**src/rtl/bms_pkg.sv**
```systemverilog
// Shared types and sizing constants for the bounded multiset store.
// Used by bms_cell, bounded_multiset_store_unit and bms_checker; no dependencies.
package bms_pkg;

  localparam int CAPACITY   = 16;
  localparam int DATA_WIDTH = 32;
  localparam int IDX_W      = (CAPACITY > 1) ? $clog2(CAPACITY) : 1;
  localparam int CNT_W      = $clog2(CAPACITY + 1);

  typedef enum logic [1:0] {
    OP_ADD    = 2'd0,
    OP_REMOVE = 2'd1,
    OP_COUNT  = 2'd2,
    OP_CLEAR  = 2'd3
  } op_t;

  typedef enum logic [1:0] {
    S_IDLE = 2'b01,
    S_SCAN = 2'b10
  } state_t;

  // Scan token that walks the cell chain, one cell per cycle.
  typedef struct packed {
    logic                  active;
    logic [DATA_WIDTH-1:0] value;
    logic [CNT_W-1:0]      hit_count;
    logic                  found;
    logic [IDX_W-1:0]      first;
    logic [DATA_WIDTH-1:0] last_val;
  } tok_t;

endpackage

```
**src/rtl/bms_cell.sv**
```systemverilog
// One storage cell of the multiset chain: holds one entry and updates the passing scan token.
// Depends on bms_pkg.
module bms_cell
  import bms_pkg::*;
(
  input  logic                  clk,
  input  logic                  rst,
  input  logic [IDX_W-1:0]      idx,
  input  logic [CNT_W-1:0]      n,
  input  tok_t                  tok_in,
  output tok_t                  tok_out,
  input  logic                  wr_en,
  input  logic [DATA_WIDTH-1:0] wr_data
);

  logic [DATA_WIDTH-1:0] entry;
  logic                  valid;
  logic                  is_last;
  tok_t                  tok_next;

  assign valid   = CNT_W'(idx) < n;
  assign is_last = (CNT_W'(idx) + CNT_W'(1)) == n;

  always_comb begin
    tok_next = tok_in;
    if (tok_in.active && valid) begin
      if (entry == tok_in.value) begin
        tok_next.hit_count = tok_in.hit_count + CNT_W'(1);
        if (!tok_in.found) begin
          tok_next.found = 1'b1;
          tok_next.first = idx;
        end
      end
      // The last valid entry is picked up for the remove swap.
      if (is_last) begin
        tok_next.last_val = entry;
      end
    end
  end

  always_ff @(posedge clk) begin
    if (rst) begin
      tok_out <= '0;
    end else begin
      tok_out <= tok_next;
    end
  end

  always_ff @(posedge clk) begin
    if (wr_en) begin
      entry <= wr_data;
    end
  end

endmodule

```
**src/rtl/bounded_multiset_store_unit.sv**
```systemverilog
// Top level of the bounded multiset store: control, write-back and the cell chain.
// Depends on bms_pkg and bms_cell.
//
// Usage: an operation (opcode, value) is transferred at a rising edge where start is
// high and busy is low. Opcodes are add, remove, count matches and clear.
// A scan token then moves through a chain of CAPACITY cells, one cell per cycle,
// collecting the match count, the first matching slot and the last stored entry.
// When it leaves the chain the store is updated (add writes the next free slot,
// remove copies the last entry into the first match) and the result is registered.
// The token passes the cell registers of the chain and then the done register; done is
// then high for exactly one cycle, with ok, match_count, present and size_after valid.
// One operation is handled at a time: busy stays high for the walk through the
// chain and drops as the result appears, so the next operation may be
// transferred in the same cycle that done is high.
// The receiver cannot stall; each result must be taken in its done cycle.
// Reset empties the store (count zero) and returns the block to idle; entry words
// are not cleared, since only counted entries are ever read.
module bounded_multiset_store_unit
  import bms_pkg::*;
(
  input  logic        clk,
  input  logic        rst,
  input  logic        start,
  output logic        busy,
  input  logic [1:0]  opcode,
  input  logic [31:0] value,
  output logic        done,
  output logic        ok,
  output logic [4:0]  match_count,
  output logic        present,
  output logic [4:0]  size_after
);

  state_t                state;
  op_t                   op_q;
  logic [CNT_W-1:0]      entry_count;
  logic [CNT_W-1:0]      entry_count_next;
  tok_t                  chain [0:CAPACITY];
  tok_t                  fin;
  logic                  accept;
  logic [63:0]           value_ext;
  logic                  wr_valid;
  logic [IDX_W-1:0]      wr_idx;
  logic [DATA_WIDTH-1:0] wr_data;
  logic                  ok_next;
  logic [CNT_W-1:0]      matches_next;
  logic                  present_next;

  assign accept    = start && (state == S_IDLE);
  assign busy      = (state == S_SCAN);
  assign value_ext = 64'(value);

  always_comb begin
    chain[0]          = '0;
    chain[0].active   = accept;
    chain[0].value    = value_ext[DATA_WIDTH-1:0];
  end

  for (genvar i = 0; i < CAPACITY; i++) begin : g_cell
    bms_cell u_cell (
      .clk     (clk),
      .rst     (rst),
      .idx     (IDX_W'(i)),
      .n       (entry_count),
      .tok_in  (chain[i]),
      .tok_out (chain[i+1]),
      .wr_en   (wr_valid && (wr_idx == IDX_W'(i))),
      .wr_data (wr_data)
    );
  end

  assign fin = chain[CAPACITY];

  always_comb begin
    entry_count_next = entry_count;
    wr_valid         = 1'b0;
    wr_idx           = fin.first;
    wr_data          = fin.value;
    ok_next          = 1'b0;
    matches_next     = fin.hit_count;
    present_next     = fin.found;
    case (op_q)
      OP_ADD: begin
        if (entry_count < CNT_W'(CAPACITY)) begin
          wr_valid         = fin.active;
          wr_idx           = entry_count[IDX_W-1:0];
          entry_count_next = entry_count + CNT_W'(1);
          ok_next          = 1'b1;
        end
      end
      OP_REMOVE: begin
        if (fin.found) begin
          wr_valid         = fin.active;
          wr_data          = fin.last_val;
          entry_count_next = entry_count - CNT_W'(1);
          ok_next          = 1'b1;
        end
      end
      OP_COUNT: begin
        ok_next = 1'b1;
      end
      OP_CLEAR: begin
        entry_count_next = '0;
        matches_next     = '0;
        present_next     = 1'b0;
        ok_next          = 1'b1;
      end
      default: begin
        ok_next = 1'b0;
      end
    endcase
  end

  always_ff @(posedge clk) begin
    if (rst) begin
      state       <= S_IDLE;
      entry_count <= '0;
      done        <= 1'b0;
    end else begin
      done <= fin.active;
      case (state)
        S_IDLE: begin
          if (start) begin
            state <= S_SCAN;
          end
        end
        S_SCAN: begin
          if (fin.active) begin
            state       <= S_IDLE;
            entry_count <= entry_count_next;
          end
        end
        default: begin
          state <= S_IDLE;
        end
      endcase
    end
  end

  always_ff @(posedge clk) begin
    if (accept) begin
      op_q <= op_t'(opcode);
    end
    if (fin.active) begin
      ok          <= ok_next;
      match_count <= 5'(matches_next);
      present     <= present_next;
      size_after  <= 5'(entry_count_next);
    end
  end

endmodule

```
**config.mk**
```make
export PLATFORM = sky130hd
export DESIGN_NAME = bounded_multiset_store_unit
export DESIGN_NICKNAME = d
export VERILOG_FILES = /design/src/rtl/bms_pkg.sv /design/src/rtl/bms_cell.sv /design/src/rtl/bounded_multiset_store_unit.sv
export SDC_FILE = /design/constraint.sdc
export NUM_CORES = 2
export LEC_CHECK = 0
export ABC_AREA = 1
export ABC_CLOCK_PERIOD_IN_PS = 9200
export BUFFER_PORTS_ARGS = -buffer_cell sky130_fd_sc_hd__buf_2
export CAP_MARGIN = 10
export CORE_MARGIN = 10
export CORE_UTILIZATION = 55
export CTS_BUF_LIST = sky130_fd_sc_hd__clkbuf_4 sky130_fd_sc_hd__clkbuf_8
export DETAILED_ROUTE_END_ITERATION = 12
export HOLD_SLACK_MARGIN = 0.06
export PLACE_DENSITY = 0.75
export SLEW_MARGIN = 15
export SYNTH_ARGS = -nofsm -noshare
export SYNTH_HDL_FRONTEND = slang
export SYNTH_SLANG_ARGS = --single-unit
```
**constraint.sdc**
```tcl
create_clock -name clk -period 9.2 [get_ports clk]
set_input_delay 1.84 -clock clk [delete_from_list [all_inputs] [get_ports clk]]
set_output_delay 1.84 -clock clk [all_outputs]
set_load 0.05 [all_outputs]
```
==> out/metrics.cfg <==
[synth]
yosys.area_share.simple_pct=17.8
ys_warn_count=0
synthCells=7250
synth_edf_count=526
yosysTopAreaCellShare_pct=36.6
netlist_area_um2=64600
synth.avg_cell_area_um2=8.92
ys_seq_area_share_pct=61.0
synth_fp_nets=7309
synth_top_flop_cell=dfxtp_1
synth-compound-area-share_pct=7.39
synth_area_leader_cell=dfxtp_1
synthTopCellsByArea=dfxtp_1 37%, edfxtp_1 24%, nor2_1 9.0%, inv_1 6.2%, nand2_1 5.8%
ys_ff_latch=1708
synth.area.mux_share_pct=0.557
synthArstFlopShare_pct=0
synth_top_family_by_area=simple AND/OR/NAND/NOR gates
synth_cell_types=55
yosys.area_share.adder_pct=0.426
synth-xor-area-share_pct=4.97

[timing]
finalSetupViolCount=0
clock_skew_ns=0.0375
worst_pin_slew_ns=1.18
setup_ws_ns=5.24
fin_crit_sh_pct=43.1
period_minus_slack_ns=3.96
timing.fmax_mhz=252
rsz0062_at_grt=no
slew_violations=0
max_slew_margin_pct=20.6
setup_tns_ns=0
hold_violations=0

[worst_setup_path]
cp_max_fo=3
worstPathArrival_ns=2.12
end_kind=output port
worst-setup-path-type=reg -> out
required_ns=7.36
crit_path_start_kind=flip-flop

[global_routing]
grt_max_degree=227
grtUsageTotal_pct=29.5
antenna_found_initial=13
grt_pass1_wl_mm=291
grt_pass1_vias=46200
gr-total-overflow=0

[final_layout]
drive_above_1_share_pct=9.09
fill_cells=9712
final_util_pct=61.9
nNetsFinal=7454
syn2layout_area_growth_pct=11.6

[pwr]
power.density_nw_per_um2=206
swShare_pct=21.1
leakage_uw=0.0284
p_clk_share_pct=46.4
seq_power_share_pct=52.1
p_int_uw=11700
ir_worst_vdd_mv=0.172
power.share.combinational_pct=1.5
fin_total_pwr_uw=14900
p_sw_uw=3140

[job]
cap_violations=0

[floorplan]
die_height_um=363
boundaryPins=51
start_util_pct=55.5
core_um2=117000
dieArea_um2=132000
num_rows=125
fp.dieW_um=363

[routing]
drtIter0Drc=5826
post_drt_wl_per_cell_um=21.7
viasPerCell=5.33
postRouteAntennaNets=0
vias=48700
totalWireLength_mm=198
drc_errors=0
firstDrtPassIters=6

[clocking]
clkTransAtPathRegs_ns=0.06
clock-sinks=1708
postCtsSetupBuffers=0
root_buffer=clkbuf_8
post_cts_resized=0
cts_tree=done
numCtsBuffers=286
htree_levels=5
insertion_delay_ns=0.97
holdBufCountCts=0
cts_max_path_buffers=4

[placement]
dp_hpwl_mm=136
post-place-ws_ns=4.60
port_buffers=50
gp_congestion=0.938

[hold_path]
hold_path_class=reg -> reg

[status]
outcome=finished clean

metrics by stage:
| stage | hold WS, ns | instances | instance area [um^2] |
|---|---|---|---|
| detailed placement | 0.414 | 8630 | 66200 |
| finish | 0.420 | 9133 | 72100 |
| CTS | 0.419 | 9124 | 72100 |
| global placement | 0.406 | 8630 | 66200 |
| global route | 0.433 | 9129 | 72100 |
| floorplan | 0.392 | 7250 | 64600 |
area by class of cell:
| cell class | count | area (um^2) | area share (%) |
|---|---|---|---|
| Inverter | 1088 | 4090 | 5.68 |
| Antenna cell | 8 | 20.0 | 0.0278 |
| Multi-Input combinational cell | 4227 | 20200 | 28.0 |
| Clock inverter | 45 | 332 | 0.460 |
| Tap cell | 1524 | 1910 | 2.64 |
| Timing Repair Buffer | 84 | 553 | 0.767 |
| Sequential cell | 1708 | 39500 | 54.7 |
| Clock buffer | 449 | 5570 | 7.73 |
worst paths after layout:
path / start / to / slack, ns / cells past startpoint
max: state[1] / busy / 5.24 / 3
min: g_cell[1].u_cell.tok_out[30] / g_cell[2].u_cell.tok_out[30] / 0.42 / 2
max reg2reg: entry_count[0] / g_cell[9].u_cell.tok_out[19] / 5.75 / 10
min reg2reg: g_cell[1].u_cell.tok_out[30] / g_cell[2].u_cell.tok_out[30] / 0.42 / 2
sequential cells by signal (all words and copies together) (netlist names):
register               count
g_cell.u_cell.tok_out   1174
match_count                5
g_cell.u_cell.entry      512
op_q                       2
present                    1
state                      2
done                       1
entry_count                5
size_after                 5
ok                         1
worst max-delay path, cell delays in order, from the launching register on:
cell     delay [ns]
dfxtp_1        0.30
inv_1          0.04
nor2_1         0.44
buf_2          0.37
synthesized netlist by cell type (4+ instances only):
| library cell | number |
|---|---|
| o22ai_1 | 4 |
| o211ai_1 | 6 |
| xnor2_1 | 299 |
| ha_1 | 22 |
| a21oi_1 | 341 |
| nor3_1 | 38 |
| nand3b_1 | 14 |
| xor2_1 | 68 |
| and2_1 | 24 |
| inv_1 | 1064 |
| o21ai_0 | 552 |
| or2_2 | 8 |
| inv_2 | 23 |
| nand2_2 | 11 |
| buf_2 | 41 |
| buf_4 | 12 |
| nand4_1 | 82 |
| nand2_1 | 999 |
| edfxtp_1 | 526 |
| clkbuf_1 | 161 |
| nand3_1 | 110 |
| nor2_1 | 1543 |
| o21ai_1 | 23 |
| buf_1 | 8 |
| nor2_2 | 8 |
| mux2_2 | 32 |
| dfxtp_1 | 1182 |
kinds of logic (layout without fill, tap and decap cells):
logic type	count (synthesis)	count (layout)
AND/OR/NAND/NOR	2866	2866
flip-flops	1708	1708
buffers and inverters	1315	1666
AO/OA/AOI/OAI	940	940
XOR/XNOR	367	367
multiplexers	32	32
adder cells (fa/ha/maj)	22	22
other	0	8
per-layer routing:
metal / up-vias / part of all wire [%] / GRT usage [%] / wire (um)
li1: 22900 / - / - / -
met1: 22800 / 43 / 42.0 / 84300
met2: 2521 / 43 / 43.7 / 84700
met3: 474 / 9.9 / 5.04 / 19500
met4: 6 / 4.8 / 13.9 / 9480
met5: - / 0.023 / 0 / 46
layout by cell type, fill, tap and decap left out, types with 4 or more instances in the layout:
| cell | instances |
|---|---|
| clkinv_2 | 30 |
| bufinv_16 | 4 |
| diode_2 | 8 |
| edfxtp_1 | 526 |
| nor3_4 | 4 |
| ha_1 | 22 |
| mux2_2 | 32 |
| nor2_2 | 22 |
| dfxtp_1 | 1182 |
| nand4_1 | 82 |
| o21ai_0 | 552 |
| nand2_1 | 999 |
| buf_2 | 49 |
| xnor2_1 | 299 |
| nor3_1 | 38 |
| xor2_1 | 68 |
| nor2_4 | 4 |
| clkbuf_8 | 352 |
| clkinvlp_4 | 4 |
| nand3_1 | 109 |
| buf_4 | 31 |
| o21ai_1 | 23 |
| clkinv_1 | 6 |
| clkbuf_4 | 97 |
| nand3b_1 | 14 |
| nor2_1 | 1527 |
| or2_2 | 8 |
| nand2_2 | 11 |
| inv_1 | 1063 |
| and2_1 | 24 |
| inv_2 | 23 |
| o22ai_1 | 4 |
| o211ai_1 | 6 |
| a21oi_1 | 341 |
power groups by stage:
stage / sequential [uW] / clock [uW] / combinational (uW)
floorplan: 7910 / 0 / 147
detailed placement: 7920 / 0 / 215
finish: 7760 / 6900 / 219
global route: 7760 / 7300 / 239
global placement: 7920 / 0 / 212
CTS: 7760 / 6950 / 216
(Power assumes the default switching activity.)
